### src/hw/rtl/chalc_pkg.sv
// Package of shared types, sizes and constants for the audit log coalescer.
package chalc_pkg;

    localparam int BUFFER_DEPTH = 8;
    localparam int RING_SLOTS   = 256;

    localparam int CNT_W  = $clog2(BUFFER_DEPTH + 1);
    localparam int IDX_W  = (BUFFER_DEPTH > 1) ? $clog2(BUFFER_DEPTH) : 1;
    localparam int SLOT_W = $clog2(RING_SLOTS);

    localparam logic [31:0] FNV_BASIS = 32'h811c9dc5;
    localparam logic [31:0] FNV_PRIME = 32'h01000193;

    localparam logic [31:0] RST_FLUSH_INTERVAL = 32'd5000;
    localparam logic [31:0] RST_FLASH_BASE     = 32'd0;
    localparam logic [7:0]  RST_BLOCK_ACTION   = 8'd1;

    localparam logic [1:0] CFG_FLUSH_INTERVAL = 2'd0;
    localparam logic [1:0] CFG_FLASH_BASE     = 2'd1;
    localparam logic [1:0] CFG_BLOCK_ACTION   = 2'd2;

    localparam logic OP_LOG   = 1'b0;
    localparam logic OP_FLUSH = 1'b1;

    typedef enum logic [2:0] {
        ST_IDLE,
        ST_HASH,
        ST_DECIDE,
        ST_DRAIN_RD,
        ST_DRAIN_OUT,
        ST_DIRECT
    } t_state;

    typedef struct packed {
        logic [31:0] hash;
        logic [7:0]  rsn;
        logic [7:0]  act;
        logic [15:0] ses;
        logic [15:0] tgt;
        logic [31:0] ts;
    } t_entry;

    // Packed so that the write address sits in the lowest bits.
    typedef struct packed {
        logic [31:0] write_total;
        logic [31:0] chain_hash;
        logic [7:0]  reason;
        logic [7:0]  action;
        logic [15:0] session;
        logic [15:0] target;
        logic [31:0] timestamp;
        logic [31:0] address;
    } t_out_word;

endpackage

### src/hw/rtl/chained_hash_audit_log_coalescer.sv
// Top level of the chained-hash audit log coalescer.
// A logged event is accepted, hashed one byte at a time through the shared FNV multiplier
// over sixteen bytes, then decided; each drained entry takes a buffer read and an output
// load, and a direct write a single output load, plus any wait on the output side.
// New input waits until the event and any drain or direct write that it causes are done.
// Synchronous active-low reset clears control state and counters, but not the entry buffer.
module chained_hash_audit_log_coalescer (
    input  logic         i_clk,
    input  logic         i_rst_n,
    // Input words.
    input  logic         s_axis_tvalid,
    output logic         s_axis_tready,
    // Fields from bit 0: now_ms[31:0], action[39:32], reason[47:40],
    // target_key[63:48], session[79:64].
    input  logic [79:0]  s_axis_tdata,
    // Fields from bit 0: opcode[0].
    input  logic         s_axis_tuser,
    // Result words, one per flash write.
    output logic         m_axis_tvalid,
    input  logic         m_axis_tready,
    // Fields from bit 0: write_address[31:0], rec_timestamp[63:32], rec_target[79:64],
    // rec_session[95:80], rec_action[103:96], rec_reason[111:104],
    // rec_chain_hash[143:112], write_total[175:144].
    output logic [175:0] m_axis_tdata,
    output logic         m_axis_tlast,
    // Configuration write channel.
    input  logic         i_cfg_valid,
    output logic         o_cfg_ready,
    input  logic [1:0]   i_cfg_index,
    input  logic [31:0]  i_cfg_data
);

    // Configuration registers.
    logic [31:0] r_interval;
    logic [31:0] r_base;
    logic [7:0]  r_block_code;

    // Sequencer and bookkeeping.
    chalc_pkg::t_state           r_state, n_state;
    logic [3:0]                  r_step, n_step;
    logic [chalc_pkg::CNT_W-1:0] r_count, n_count;
    logic [chalc_pkg::CNT_W-1:0] r_idx, n_idx;
    logic [chalc_pkg::SLOT_W-1:0] r_slot, n_slot;
    logic [31:0]                 r_last_flush, n_last_flush;
    logic [31:0]                 r_counter, n_counter;
    logic                        r_direct, n_direct;
    logic [31:0]                 r_last_hash, n_last_hash;

    // Captured event and running hash.
    logic [31:0] r_now, n_now;
    logic [7:0]  r_act, n_act;
    logic [7:0]  r_rsn, n_rsn;
    logic [15:0] r_tgt, n_tgt;
    logic [15:0] r_ses, n_ses;
    logic [31:0] r_prev, n_prev;
    logic [31:0] r_hash, n_hash;

    // Output register.
    logic                  r_m_valid, n_m_valid;
    logic                  r_m_last, n_m_last;
    chalc_pkg::t_out_word  r_out, n_out;

    // Entry buffer, with a registered read port.
    chalc_pkg::t_entry r_mem [chalc_pkg::BUFFER_DEPTH];
    chalc_pkg::t_entry r_rd;
    logic              mem_we;
    chalc_pkg::t_entry mem_wdata;

    logic        in_accept;
    logic        out_free;
    logic [127:0] rec_bytes;
    logic [7:0]  hash_byte;
    logic [31:0] elapsed;
    logic [chalc_pkg::CNT_W-1:0] count_inc;
    logic        idx_final;
    logic [chalc_pkg::SLOT_W-1:0] slot_inc;
    logic [31:0] addr_now;

    assign s_axis_tready = (r_state == chalc_pkg::ST_IDLE);
    assign in_accept     = s_axis_tvalid && s_axis_tready;
    assign out_free      = !r_m_valid || m_axis_tready;
    assign o_cfg_ready   = 1'b1;

    assign m_axis_tvalid = r_m_valid;
    assign m_axis_tlast  = r_m_last;
    assign m_axis_tdata  = r_out;

    // The sixteen hashed bytes: the record in little-endian order, two zero pad bytes,
    // then the previous entry's hash.
    assign rec_bytes = {r_prev, 16'h0000, r_rsn, r_act, r_ses, r_tgt, r_now};
    assign hash_byte = rec_bytes[{r_step, 3'b000} +: 8];

    assign elapsed   = r_now - r_last_flush;
    assign count_inc = r_count + 1'b1;
    assign idx_final = (r_idx + 1'b1) == r_count;
    assign slot_inc  = (r_slot == chalc_pkg::SLOT_W'(chalc_pkg::RING_SLOTS - 1))
                       ? '0 : r_slot + 1'b1;
    assign addr_now  = r_base + (32'(r_slot) << 4);

    // Configuration writes are taken in any cycle.
    always_ff @(posedge i_clk) begin
        if (!i_rst_n) begin
            r_interval   <= chalc_pkg::RST_FLUSH_INTERVAL;
            r_base       <= chalc_pkg::RST_FLASH_BASE;
            r_block_code <= chalc_pkg::RST_BLOCK_ACTION;
        end else if (i_cfg_valid) begin
            case (i_cfg_index)
                chalc_pkg::CFG_FLUSH_INTERVAL: r_interval   <= i_cfg_data;
                chalc_pkg::CFG_FLASH_BASE:     r_base       <= i_cfg_data;
                chalc_pkg::CFG_BLOCK_ACTION:   r_block_code <= i_cfg_data[7:0];
                default: ;
            endcase
        end
    end

    // Buffer write and read. The read address is the drain index, so the entry is ready
    // in the cycle after the read state.
    always_ff @(posedge i_clk) begin
        if (mem_we) begin
            r_mem[r_count[chalc_pkg::IDX_W-1:0]] <= mem_wdata;
        end
        r_rd <= r_mem[r_idx[chalc_pkg::IDX_W-1:0]];
    end

    // Sequencer registers.
    always_ff @(posedge i_clk) begin
        if (!i_rst_n) begin
            r_state      <= chalc_pkg::ST_IDLE;
            r_step       <= '0;
            r_count      <= '0;
            r_idx        <= '0;
            r_slot       <= '0;
            r_last_flush <= '0;
            r_counter    <= '0;
            r_direct     <= 1'b0;
            r_m_valid    <= 1'b0;
            r_m_last     <= 1'b0;
        end else begin
            r_state      <= n_state;
            r_step       <= n_step;
            r_count      <= n_count;
            r_idx        <= n_idx;
            r_slot       <= n_slot;
            r_last_flush <= n_last_flush;
            r_counter    <= n_counter;
            r_direct     <= n_direct;
            r_m_valid    <= n_m_valid;
            r_m_last     <= n_m_last;
        end
    end

    // Payload registers need no reset.
    always_ff @(posedge i_clk) begin
        r_now       <= n_now;
        r_act       <= n_act;
        r_rsn       <= n_rsn;
        r_tgt       <= n_tgt;
        r_ses       <= n_ses;
        r_prev      <= n_prev;
        r_hash      <= n_hash;
        r_last_hash <= n_last_hash;
        r_out       <= n_out;
    end

    always_comb begin
        n_state      = r_state;
        n_step       = r_step;
        n_count      = r_count;
        n_idx        = r_idx;
        n_slot       = r_slot;
        n_last_flush = r_last_flush;
        n_counter    = r_counter;
        n_direct     = r_direct;
        n_last_hash  = r_last_hash;
        n_now        = r_now;
        n_act        = r_act;
        n_rsn        = r_rsn;
        n_tgt        = r_tgt;
        n_ses        = r_ses;
        n_prev       = r_prev;
        n_hash       = r_hash;
        n_m_valid    = r_m_valid && !m_axis_tready;
        n_m_last     = r_m_last;
        n_out        = r_out;
        mem_we       = 1'b0;
        mem_wdata    = '{hash: r_hash, rsn: r_rsn, act: r_act, ses: r_ses,
                         tgt: r_tgt, ts: r_now};

        case (r_state)
            chalc_pkg::ST_IDLE: begin
                if (in_accept) begin
                    n_now  = s_axis_tdata[31:0];
                    n_act  = s_axis_tdata[39:32];
                    n_rsn  = s_axis_tdata[47:40];
                    n_tgt  = s_axis_tdata[63:48];
                    n_ses  = s_axis_tdata[79:64];
                    // The chain links to the newest buffered entry, or to zero.
                    n_prev = (r_count != '0) ? r_last_hash : 32'h0;
                    n_hash = chalc_pkg::FNV_BASIS;
                    n_step = '0;
                    if (s_axis_tuser == chalc_pkg::OP_FLUSH) begin
                        // An explicit flush of an empty buffer does nothing at all.
                        if (r_count != '0) begin
                            n_counter = r_counter + 1'b1;
                            n_idx     = '0;
                            n_direct  = 1'b0;
                            n_state   = chalc_pkg::ST_DRAIN_RD;
                        end
                    end else begin
                        n_state = chalc_pkg::ST_HASH;
                    end
                end
            end

            chalc_pkg::ST_HASH: begin
                n_hash = (r_hash ^ {24'h000000, hash_byte}) * chalc_pkg::FNV_PRIME;
                n_step = r_step + 1'b1;
                if (r_step == 4'd15) begin
                    n_state = chalc_pkg::ST_DECIDE;
                end
            end

            chalc_pkg::ST_DECIDE: begin
                if (r_act == r_block_code) begin
                    // Blocking actions drain what is buffered, then go out directly.
                    if (r_count != '0) begin
                        n_counter = r_counter + 1'b1;
                        n_idx     = '0;
                        n_direct  = 1'b1;
                        n_state   = chalc_pkg::ST_DRAIN_RD;
                    end else begin
                        n_state = chalc_pkg::ST_DIRECT;
                    end
                end else begin
                    mem_we      = 1'b1;
                    n_count     = count_inc;
                    n_last_hash = r_hash;
                    if (count_inc >= chalc_pkg::CNT_W'(chalc_pkg::BUFFER_DEPTH) ||
                        elapsed >= r_interval) begin
                        n_counter = r_counter + 1'b1;
                        n_idx     = '0;
                        n_direct  = 1'b0;
                        n_state   = chalc_pkg::ST_DRAIN_RD;
                    end else begin
                        n_state = chalc_pkg::ST_IDLE;
                    end
                end
            end

            chalc_pkg::ST_DRAIN_RD: begin
                n_state = chalc_pkg::ST_DRAIN_OUT;
            end

            chalc_pkg::ST_DRAIN_OUT: begin
                if (out_free) begin
                    n_m_valid = 1'b1;
                    n_m_last  = idx_final && !r_direct;
                    n_out     = '{write_total: r_counter, chain_hash: r_rd.hash,
                                  reason: r_rd.rsn, action: r_rd.act, session: r_rd.ses,
                                  target: r_rd.tgt, timestamp: r_rd.ts, address: addr_now};
                    n_slot    = slot_inc;
                    if (idx_final) begin
                        n_count      = '0;
                        n_last_flush = r_now;
                        n_state      = r_direct ? chalc_pkg::ST_DIRECT : chalc_pkg::ST_IDLE;
                    end else begin
                        n_idx   = r_idx + 1'b1;
                        n_state = chalc_pkg::ST_DRAIN_RD;
                    end
                end
            end

            chalc_pkg::ST_DIRECT: begin
                if (out_free) begin
                    n_counter = r_counter + 1'b1;
                    n_m_valid = 1'b1;
                    n_m_last  = 1'b1;
                    n_out     = '{write_total: r_counter + 1'b1, chain_hash: r_hash,
                                  reason: r_rsn, action: r_act, session: r_ses,
                                  target: r_tgt, timestamp: r_now, address: addr_now};
                    n_slot    = slot_inc;
                    n_direct  = 1'b0;
                    n_state   = chalc_pkg::ST_IDLE;
                end
            end

            default: begin
                n_state = chalc_pkg::ST_IDLE;
            end
        endcase
    end

endmodule

### config.mk
export PLATFORM = sky130hd
export DESIGN_NAME = chained_hash_audit_log_coalescer
export DESIGN_NICKNAME = d
export VERILOG_FILES = /design/src/hw/rtl/chalc_pkg.sv /design/src/hw/rtl/chained_hash_audit_log_coalescer.sv
export SDC_FILE = /design/constraint.sdc
export NUM_CORES = 2
export LEC_CHECK = 0
export BUFFER_PORTS_ARGS = -buffer_cell sky130_fd_sc_hd__buf_2
export CAP_MARGIN = 20
export CORE_ASPECT_RATIO = 0.5
export CORE_MARGIN = 2
export CORE_UTILIZATION = 62
export CTS_CLUSTER_DIAMETER = 30
export CTS_CLUSTER_SIZE = 8
export DETAILED_ROUTE_END_ITERATION = 12
export PLACE_DENSITY = 0.8
export SLEW_MARGIN = 30
export SYNTH_ARGS = -nofsm -noshare
export SYNTH_HDL_FRONTEND = slang
export SYNTH_SLANG_ARGS = --single-unit
### constraint.sdc
create_clock -name i_clk -period 12.7 [get_ports i_clk]
set_clock_uncertainty 0.05 [all_clocks]
set_input_delay 1.905 -clock i_clk [delete_from_list [all_inputs] [get_ports i_clk]]
set_output_delay 1.905 -clock i_clk [all_outputs]
set_load 0.1 [all_outputs]
==> impl_metrics.py <==
metrics = {
    "run_status": {
        "status": "finished clean",
    },
    "die": {
        "ios": 300,
        "dieWidth_um": 462,
        "rows": 84,
        "core_mm2": 0.105,
        "die_h_um": 233,
        "initial_core_util_pct": 62.3,
        "die_area_mm2": 0.108,
    },
    "setup_path": {
        "crit_chain": "buf_4, mux4_2, mux4_2, xor2_1, ha_1, ha_1, fa_1, ha_1, inv_1, fa_1, inv_1, ha_1, inv_1, fa_1, inv_1, ha_1, a21oi_1, o21ai_0, a41oi_1, o21bai_1, a41o_1, o41ai_2, xor2_1, nor2_1",
        "worst-path-buf-inv": 5,
        "worst_ep_arrival_time_ps": 8440,
        "crit_type": "reg -> reg",
        "end_kind": "register",
        "crit_path_start_kind": "register",
        "cp.required_ps": 13190,
        "critical_path.slowest_cell": "dfxtp_2",
        "cpMostUsedCell": "ha_1",
        "cp_max_fo": 22,
        "crit_family": "adder cells",
        "max_stage_delay_ps": 760,
    },
    "timing": {
        "rsz0062_at_grt": "false",
        "worst_pin_slew_ps": 996,
        "slew_headroom_pct": 33.6,
        "setup-violations-final": 0,
        "slew_viol_final": 0,
        "max_freq_mhz": 126,
        "finalSetupTns_ps": 0,
        "period_needed_ps": 7950,
        "period_share_pct": 62.6,
        "hold_viol_final": 0,
    },
    "logic_synthesis": {
        "synth_edf_count": 1248,
        "syn_area_mm2": 0.0651,
        "seq_area_frac_synth_pct": 65.9,
        "synth_top_cell_area_share_pct": 57.5,
        "yosysTopAreaCell": "edfxtp_1",
        "synth.distinct_cells": 75,
        "synthTopCellsByArea": "edfxtp_1, mux4_2, dfxtp_1, ha_1, nand2_1",
        "syn_inst": 4317,
        "synthArstFlopShare_pct": 0,
        "ys_ff_latch": 1522,
        "ys.flop_type": "edfxtp_1",
        "syn_area_per_cell_um2": 15.1,
        "ys_warn_count": 0,
        "syn_nets": 4774,
    },
    "clock_network": {
        "cts-htree-levels": 4,
        "cts_tree": "done",
        "cts_made_buffers": 218,
        "cts_resized": 0,
        "cts_setup_buffers": 0,
        "ctsHoldBuffers": 0,
        "clockBufferDepth": 3,
        "insertion_delay_ps": 830,
        "clkSlewWorstSetupHoldPaths_ps": 50,
        "cts_sinks": 1522,
        "clockRootBuffer": "clkbuf_16",
    },
    "drt": {
        "via_count": 38870,
        "drc": 0,
        "wl_per_cell_um": 25.3,
        "routed_via_density": 6.15,
        "first_pass_iters": 6,
        "antenna_left": 0,
        "drtIter0Drc": 4643,
        "wirelength_mm": 160,
    },
    "hold_path": {
        "min_path_type": "reg -> reg",
    },
    "finish": {
        "area_growth_pct": 14.9,
        "final_cell_mix": "edfxtp_1, nand2_1, buf_2",
        "fin_nets": 5172,
        "drive_above_1_share_pct": 20.5,
        "final_common_cell": "edfxtp_1",
    },
    "global_routing": {
        "antenna_found_initial": 8,
        "grt_max_degree": 131,
        "grt_pass1_wl_mm": 240,
        "grt_overflow": 0,
        "grt_usage_pct": 29.7,
        "grt_pass1_vias": 39823,
    },
    "place": {
        "io_buffers": 298,
        "post-dp-hpwl_mm": 91.1,
        "place_congestion": 0.908,
    },
    "flow_run": {
        "maxCapViolations": 0,
    },
}
-- metal layers --
layer  GRT usage (%)  vias to the layer above  part of all wire [%]
li1                -                    16789                     -
met1            39.1                    19618                    38
met2            49.2                     2130                    49
met3            6.16                      329                   9.1
met4            11.7                        4                   3.2
met5               0                        -                 0.013
-- sequential cells by signal, summed over array words and instances (netlist names), 32 cells and up --
| signal | count |
|---|---|
| r_now | 32 |
| m_axis_tdata | 176 |
| r_mem | 896 |
| r_prev | 32 |
| r_base | 32 |
| r_hash | 32 |
| r_rd | 112 |
| r_last_flush | 32 |
| r_interval | 32 |
| r_last_hash | 32 |
| r_counter | 32 |
-- cells in the mapped netlist, types with 10 or more instances --
cell type	instances
buf_2	24
o31ai_1	14
inv_1	288
fa_1	76
edfxtp_1	1248
a21oi_1	203
nand3_1	46
o211ai_1	13
nor2_1	116
o21bai_1	10
ha_1	261
mux2_2	112
clkbuf_1	118
nand4_1	28
or4_1	13
a21o_1	18
nand2_1	652
and3_1	17
xnor2_1	78
mux2i_1	37
nor2b_1	46
dfxtp_1	274
o21ai_0	60
xor2_1	73
nand2b_1	33
mux4_2	251
buf_1	23
nor3_1	28
and2_1	12
nor4_1	15
-- layout make-up --
cell class | instances | area (µm²)
antenna | 6 | 15.0
clock buffer | 377 | 6190
clock inverter | 27 | 399
fill | 6206 | 29700
inverter | 290 | 1110
multi-input combinational | 2333 | 20500
sequential | 1522 | 43000
tap | 1419 | 1780
timing repair buffer | 350 | 1950
-- path summary, 6_finish.rpt --
check | start | to | slack, ps | cells after the start
max | r_step[0] | r_hash[28] | 4750 | 24
min | r_base[2] | m_axis_tdata[2] | 380 | 0
max reg2reg | r_step[0] | r_hash[28] | 4750 | 24
min reg2reg | r_base[2] | m_axis_tdata[2] | 380 | 0
-- stage by stage --
stage | instance area [µm²] | util, % | setup WS (ps) | hold WS, ps | std cells
floorplan | 65100 | - | 1920 | 358 | 4317
global placement | 68200 | 65.2 | 4890 | 363 | 5912
detailed placement | 68200 | 65.3 | 4820 | 370 | 5913
CTS | 74800 | 71.6 | 4750 | 381 | 6317
global route | 74900 | 71.6 | 4360 | 391 | 6321
finish | 74900 | 71.6 | 4750 | 381 | 6324
-- kinds of logic (layout without fill, tap and decap cells) --
| kind of cell | Yosys count | count (layout) | synth area share, % |
|---|---|---|---|
| simple gates | 1051 | 1051 | 7.15 |
| other cells | 1 | 7 | 0.00576 |
| xor+xnor | 151 | 151 | 2.03 |
| compound gates | 393 | 393 | 3.58 |
| mux | 400 | 400 | 11.2 |
| buf+inv | 462 | 1044 | 2.75 |
| flops | 1522 | 1522 | 65.9 |
| fa+ha+maj | 337 | 337 | 7.35 |
Power is left out: the tool's default activity adds up to more than one toggle a clock period on the data nets, which glitch-free logic cannot reach.
